==> src/rtl/owm_pkg.sv <==
`default_nettype none
package owm_pkg;

  // Sequencer phases
  typedef enum logic [2:0] {
    PH_IDLE    = 3'd0,
    PH_RST_LOW = 3'd1,
    PH_RST_REL = 3'd2,
    PH_WRITE   = 3'd3,
    PH_READ    = 3'd4
  } phase_e;

  // Command codes
  localparam logic [1:0] OP_RESET  = 2'd0;
  localparam logic [1:0] OP_WRITE  = 2'd1;
  localparam logic [1:0] OP_READ   = 2'd2;
  // op code with no command behind it
  localparam logic [1:0] OP_UNUSED = 2'd3;

  localparam int unsigned ElapsedW = 10;
  typedef logic [ElapsedW-1:0] elapsed_t;

  // Timing in 1 us ticks
  localparam elapsed_t T_RST_LOW    = 10'd500;
  localparam elapsed_t T_RST_SAMPLE = 10'd70;
  localparam elapsed_t T_RST_WAIT   = 10'd500;
  localparam elapsed_t T_W1_LOW     = 10'd10;
  localparam elapsed_t T_W1_REL     = 10'd75;
  localparam elapsed_t T_W0_LOW     = 10'd80;
  localparam elapsed_t T_RD_LOW     = 10'd8;
  localparam elapsed_t T_RD_SAMPLE  = 10'd4;
  localparam elapsed_t T_RD_WAIT    = 10'd65;

  localparam elapsed_t W_SLOT      = T_W1_LOW + T_W1_REL;
  localparam elapsed_t R_SAMPLE_AT = T_RD_LOW + T_RD_SAMPLE;
  localparam elapsed_t R_SLOT      = R_SAMPLE_AT + T_RD_WAIT;
  localparam elapsed_t RST_REL_LEN = T_RST_SAMPLE + T_RST_WAIT;

endpackage
`default_nettype wire

==> src/rtl/onewire_bus_master.sv <==
// One-wire bus master, standard speed.
// Each input transaction on the s_axis channel is one 1 us tick: tuser carries
// an optional command request (start_req, op) and tdata the byte to write plus
// the sampled line level. Each accepted tick yields exactly one result
// transaction on m_axis with the line drive for that tick and status flags.
// Commands: reset with presence detect (500 us low, sample at +70 us released,
// then 500 us wait), write byte and read byte, LSB first.
// The result of a tick is registered and appears in the cycle after it is accepted.
// Throughput: one tick per cycle while results are taken; the sequencer state and a single output
// register are updated in the accept cycle by short logic.
// A start request while a command runs (its last tick included) is ignored
// and flagged as refused; op code 3 while idle is ignored silently.
// Reset returns the sequencer to idle and clears the shift registers,
// the presence flag and the output register.
// When the receiver stalls, the pending result holds and s_axis_tready drops
// until it is taken; no tick is dropped, so the upstream timebase must stall too.
`default_nettype none
module onewire_bus_master import owm_pkg::*; (
  input  wire logic        clk_i,
  input  wire logic        rst_ni,
  input  wire logic        s_axis_tvalid,
  output logic             s_axis_tready,
  // [7:0] write_data, [8] line_level, [15:9] zero
  input  wire logic [15:0] s_axis_tdata,
  // [0] start_req, [2:1] op
  input  wire logic [2:0]  s_axis_tuser,
  output logic             m_axis_tvalid,
  input  wire logic        m_axis_tready,
  // [0] drive_low, [1] busy_res, [2] done_res, [10:3] read_data,
  // [11] presence, [12] refused, [15:13] zero
  output logic [15:0]      m_axis_tdata
);

  logic       start_req, line_level;
  logic [1:0] op;
  logic [7:0] write_data;

  phase_e     phase_q, phase_d;
  elapsed_t   elapsed_q, elapsed_d;
  logic [2:0] bitpos_q, bitpos_d;
  logic [7:0] send_q, send_d;
  logic [7:0] recv_q, recv_d;
  logic       pres_q, pres_d;

  logic       drive, busy, done, refused;
  logic       wbit;
  logic       accept;
  logic       out_valid_q;
  logic [15:0] out_data_q;

  assign start_req  = s_axis_tuser[0];
  assign op         = s_axis_tuser[2:1];
  assign write_data = s_axis_tdata[7:0];
  assign line_level = s_axis_tdata[8];

  assign s_axis_tready = !out_valid_q || m_axis_tready;
  assign accept        = s_axis_tvalid && s_axis_tready;

  // Sequencer next state and tick outputs
  always_comb begin
    phase_d   = phase_q;
    elapsed_d = elapsed_q;
    bitpos_d  = bitpos_q;
    send_d    = send_q;
    recv_d    = recv_q;
    pres_d    = pres_q;
    drive     = 1'b0;
    done      = 1'b0;
    refused   = 1'b0;
    wbit      = 1'b0;

    // unknown codes fall back to idle
    case (phase_q)
      PH_RST_LOW, PH_RST_REL, PH_WRITE, PH_READ: phase_d = phase_q;
      default: phase_d = PH_IDLE;
    endcase

    // command launch, which already drives on this tick
    if (phase_d == PH_IDLE) begin
      if (start_req && op != OP_UNUSED) begin
        elapsed_d = '0;
        bitpos_d  = '0;
        case (op)
          OP_RESET: phase_d = PH_RST_LOW;
          OP_WRITE: begin
            phase_d = PH_WRITE;
            send_d  = write_data;
          end
          default: begin
            phase_d = PH_READ;
            recv_d  = '0;
          end
        endcase
      end
    end else if (start_req) begin
      refused = 1'b1;
    end

    busy = (phase_d != PH_IDLE);

    case (phase_d)
      PH_RST_LOW: begin
        drive = 1'b1;
        if (elapsed_d >= T_RST_LOW - 10'd1) begin
          phase_d   = PH_RST_REL;
          elapsed_d = '0;
        end else begin
          elapsed_d = elapsed_d + 10'd1;
        end
      end
      PH_RST_REL: begin
        if (elapsed_d == T_RST_SAMPLE) pres_d = !line_level;
        if (elapsed_d >= RST_REL_LEN - 10'd1) begin
          phase_d   = PH_IDLE;
          elapsed_d = '0;
          done      = 1'b1;
        end else begin
          elapsed_d = elapsed_d + 10'd1;
        end
      end
      PH_WRITE: begin
        wbit  = send_d[bitpos_d];
        drive = elapsed_d < (wbit ? T_W1_LOW : T_W0_LOW);
        if (elapsed_d >= W_SLOT - 10'd1) begin
          elapsed_d = '0;
          if (bitpos_d == 3'd7) begin
            bitpos_d = '0;
            phase_d  = PH_IDLE;
            done     = 1'b1;
          end else begin
            bitpos_d = bitpos_d + 3'd1;
          end
        end else begin
          elapsed_d = elapsed_d + 10'd1;
        end
      end
      PH_READ: begin
        drive = elapsed_d < T_RD_LOW;
        if (elapsed_d == R_SAMPLE_AT) recv_d[bitpos_d] = recv_d[bitpos_d] | line_level;
        if (elapsed_d >= R_SLOT - 10'd1) begin
          elapsed_d = '0;
          if (bitpos_d == 3'd7) begin
            bitpos_d = '0;
            phase_d  = PH_IDLE;
            done     = 1'b1;
          end else begin
            bitpos_d = bitpos_d + 3'd1;
          end
        end else begin
          elapsed_d = elapsed_d + 10'd1;
        end
      end
      default: ;
    endcase
  end

  // Sequencer state, advanced once per accepted tick
  always_ff @(posedge clk_i or negedge rst_ni) begin
    if (!rst_ni) begin
      phase_q   <= PH_IDLE;
      elapsed_q <= '0;
      bitpos_q  <= '0;
      send_q    <= '0;
      recv_q    <= '0;
      pres_q    <= 1'b0;
    end else if (accept) begin
      phase_q   <= phase_d;
      elapsed_q <= elapsed_d;
      bitpos_q  <= bitpos_d;
      send_q    <= send_d;
      recv_q    <= recv_d;
      pres_q    <= pres_d;
    end
  end

  // Result register
  always_ff @(posedge clk_i or negedge rst_ni) begin
    if (!rst_ni) begin
      out_valid_q <= 1'b0;
      out_data_q  <= '0;
    end else begin
      if (accept) begin
        out_valid_q <= 1'b1;
        out_data_q  <= {3'b000, refused, pres_d, recv_d, done, busy, drive};
      end else if (m_axis_tready) begin
        out_valid_q <= 1'b0;
      end
    end
  end

  assign m_axis_tvalid = out_valid_q;
  assign m_axis_tdata  = out_data_q;

endmodule
`default_nettype wire
==> config.mk <==
export PLATFORM = sky130hd
export DESIGN_NAME = onewire_bus_master
export DESIGN_NICKNAME = d
export VERILOG_FILES = /design/src/rtl/owm_pkg.sv /design/src/rtl/onewire_bus_master.sv
export SDC_FILE = /design/constraint.sdc
export NUM_CORES = 1
export LEC_CHECK = 0
export ABC_AREA = 1
export BUFFER_PORTS_ARGS = -buffer_cell sky130_fd_sc_hd__buf_2
export CORE_ASPECT_RATIO = 1.2
export CORE_MARGIN = 8
export CORE_UTILIZATION = 58
export CTS_BUF_LIST = sky130_fd_sc_hd__clkbuf_16
export DETAILED_ROUTE_END_ITERATION = 8
export GPL_TIMING_DRIVEN = 0
export HOLD_SLACK_MARGIN = 0.02
export PLACE_DENSITY = 0.8
export SLEW_MARGIN = 0
export SYNTH_ARGS = -nofsm -noshare
export SYNTH_HDL_FRONTEND = slang
export SYNTH_SLANG_ARGS = --single-unit
==> constraint.sdc <==
create_clock -name clk_i -period 3.3 [get_ports clk_i]
set_input_delay 0.165 -clock clk_i [delete_from_list [all_inputs] [get_ports clk_i]]
set_output_delay 0.165 -clock clk_i [all_outputs]
set_load 0.05 [all_outputs]
==> results.txt <==
- In this run, synthesis inferred 0 flip-flops with an integrated enable.
* Initial Util: 0.597
- Of all cell types, the one taking the most synthesized area is sky130_fd_sc_hd__dfrtp_1.
- Cell count after placement: 586
- Slew at the pin with the worst max-slew slack: 955 ps
* Worst Skew: 2.88 ps
- The finished layout holds 594 standard cells, fillers aside.
- The first global-routing pass estimated between 10000 and 15000 microns of wire.
* Data arrival time at the worst-slack endpoint: 3150 ps
- Synthesized area divided by synthesized cell count: 6.33 sq um
- Based on the critical path, the design can be clocked at up to 342 MHz.
- Once layout is done, the placed cells without fillers occupy 3520 sq um.
- The placed instances occupy a cell area of 3350 sq um.
- Cell types with the largest area share after synthesis: sky130_fd_sc_hd__dfrtp_1, sky130_fd_sc_hd__nand2_1, sky130_fd_sc_hd__nand3_1
- Initial antenna violation count: 0
- Share of synthesized area occupied by flip-flops and latches: 0.305
- DIE AREA: between 7000 and 8000 sq um
* Largest net degree at the start of global routing: 39
- Clock root buffer: sky130_fd_sc_hd__clkbuf_16
* Buf+Inv Stages, Crit Path: 4
- Crit path launch type: register
- Startpoint of the worst-slack reg-to-reg timing path: phase_q[2]
* Count of unresolved DRC violations after routing: 0
- Gate family responsible for the most delay along the worst path: simple AND/OR/NAND/NOR gates
- Critical path endpoint category: register
- Chain of cells forming the critical path: inv_1 -> nand2_1 -> nand3_2 -> nand2_4 -> nand2_1 -> buf_2 -> o21ai_0 -> nand2_1 -> nand2_1 -> nor2_1 -> nand2_1 -> ha_1 -> inv_1 -> nor2_1 -> o21ai_0 -> nand3b_1 -> a21oi_1 -> nand2_1 -> nand3_1 -> nand2_1 -> inv_1
* Worst Hold Margin: -1.38 ps
- Worst rel slew slack: 0.358
- Dominant cell by count in the synthesized netlist: sky130_fd_sc_hd__nand2_1
- Length of the first detailed-routing pass in iterations: 5
* Final critical path time including I/O delays and setup: 2920 ps
- I/O Pins: 41
- Average routed wire per standard cell: 14.3 microns
* Mapped cell area: 3120 sq um
- Endpoints failing hold: 4
- The wire-length estimate of the detail-placed layout is 6460 microns.
- Counting every sink on the clock net gives 38.
- CP max FO: 10
- WS Path Type: reg2reg
- Clock Pin Slew Worst Setup and Hold Paths: 60 ps
* Path class of the lowest-slack min-delay path: in2async
* Leakage: 1.98 nW
- Antenna diode count: 0
- Of the cells placed in the final design, the portion with a size suffix greater than 1 is 0.165.
* Number of max-slew violations in the final report: 0
* Fraction of the cycle the final worst path needs: 0.886
- Data on the critical path is required at its endpoint by around 3500 ps.
- Postcts setup bufs: 0
* Synth-to-Final Area Change: 12.8%
- Ranked by instance count, the synthesized netlist is headed by sky130_fd_sc_hd__nand2_1, sky130_fd_sc_hd__nor2_1, sky130_fd_sc_hd__inv_1.
- For this run, the post-layout net count is ~560.
- Number of port buffers: 30
* Distinct cell type count of the synthesized netlist: 39
- Wires add up to about 8500 microns.
* Setup repair after global routing missed its margin: no
- Count of endpoints failing setup in the final report: 0
* Result of the run: finished with violations
* Vias after detailed routing: roughly 3300
- Violated checks: negative hold slack
- At the end of routability-driven placement, the weighted congestion stood at 0.934.
- Tracing the worst setup path back leads to its startpoint at phase_q[2].
- Setup TNS Final: 0 ps
- Top_reg_cell synth: sky130_fd_sc_hd__dfrtp_1
* Chip height: 96.3 microns
- Clock Tree Buf Depth: 2
- Routed vias/inst: 5.50
- Most common cell type on the critical path: sky130_fd_sc_hd__nand2_1
- Dividing total power by cell area gives a power density of 879 nW/um^2.
* Core region area: 5230 sq um
- Worst-skew pair later-pin latency: 280 ps
* Via count of the first global-routing pass: 3018
- Buffers inserted to repair hold after CTS numbered 0.
* Max VDD drop: 0.438 mV
- On the worst path, the slowest cell contributes a delay of 410 ps.
- Of the post-synthesis cell area, the dominant cell type holds 0.305.
- Counting flops with an async set or reset pin after synthesis yields a share of 1.00.
* Floorplan die width: 82.9 microns
* CTS tree: yes
- Yosys printed 0 warnings.
- In this run, CTS created clock tree buffers numbering 5.
- Total routing resource utilization after global routing: 0.213
- Gate count of the mapped netlist: between 400 and 500
- The count of nets left with antenna violations once routing finished came out at 0.
- First DRT Iteration DRCs: roughly 180
- After floorplanning, the core was divided into 29 placement rows.
- Post-synthesis register bit count: 38
- After global routing the overflow that remains totals 0.
- Cells resized by post-CTS repair: 0
* Cell at the slowest stage of the critical path: sky130_fd_sc_hd__dfrtp_1
* H-tree levels: 2
- The design draws 0.00309 W.
* Max Cap Violations: 0
==> power by group <==
group	internal [W]	total (W)	switching, W
clock network	0.000354	0.000542	0.000188
logic	0.000539	0.00178	0.00124
registers	0.000620	0.000766	0.000145
==> final cells by class <==
cell class              instances  area (sq um)
plain buffers                  16          93.8
clock buffers                   5           125
clock inverters                 3          40.0
fillers                       460          1710
inverters                      64           243
multi-input cells             376          1840
flip-flops and latches         38           951
well taps                      62          77.6
repair buffers                 30           150
==> state kept, by name, indices dropped and copies added (netlist names) <==
name,cells
elapsed_q,10
send_q,8
recv_q,7
m_axis_tdata,6
bitpos_q,3
phase_q,3
m_axis_tvalid,1
==> cell usage in the layout (no fill, tap or decap), types with 5 or more instances in the layout <==
master	count
sky130_fd_sc_hd__nand2_1	155
sky130_fd_sc_hd__nor2_1	54
sky130_fd_sc_hd__inv_1	52
sky130_fd_sc_hd__nand3_1	49
sky130_fd_sc_hd__dfrtp_1	38
sky130_fd_sc_hd__buf_2	33
sky130_fd_sc_hd__o21ai_0	22
sky130_fd_sc_hd__a21oi_1	20
sky130_fd_sc_hd__nand2_2	11
sky130_fd_sc_hd__inv_2	10
sky130_fd_sc_hd__ha_1	10
sky130_fd_sc_hd__nand4_1	8
sky130_fd_sc_hd__o21ai_1	6
sky130_fd_sc_hd__clkbuf_1	6
sky130_fd_sc_hd__nor3_1	5
sky130_fd_sc_hd__buf_4	5
sky130_fd_sc_hd__clkbuf_16	5
==> logic make-up after synthesis <==
group,Yosys count,synth area share
AO/OA/AOI/OAI,62,0.112
XOR/XNOR,2,0.00562
adder cells (fa/ha/maj),10,0.0401
buffers and inverters,80,0.108
flip-flops,38,0.305
multiplexers,1,0.00321
other,1,0.00120
AND/OR/NAND/NOR,298,0.425
==> worst register-to-register path, delay by kind of cell, from the launching register on <==
family,cells,cell delay (ps)
AOI/OAI and AO/OA,3,470
adders and majority gates,1,310
buffers and inverters,4,440
DFF,1,410
and+or+nand+nor,13,1240
==> worst paths after layout <==
path / end / slack, ps / depth (start not counted)
max in group asynchronous: recv_q[5] / 2750 / 1
min in group clk_i: m_axis_tvalid / 160 / 4
max: m_axis_tdata[0] / 380 / 21
min: m_axis_tdata[12] / -1 / 1
max reg2reg: m_axis_tdata[0] / 380 / 21
min reg2reg: m_axis_tdata[1] / 470 / 2
==> metrics by stage <==
stage	setup WS [ps]	util
floorplan	934	-
global placement	552	0.642
detailed placement	457	0.642
CTS	397	0.673
global route	88.0	0.673
finish	377	0.673
==> routing by layer <==
metal	wire (microns)	track usage
met3	484	0.0406
met2	4290	0.389
met5	0	0
met1	3460	0.234
met4	247	0.107
(Power assumes the default switching activity.)
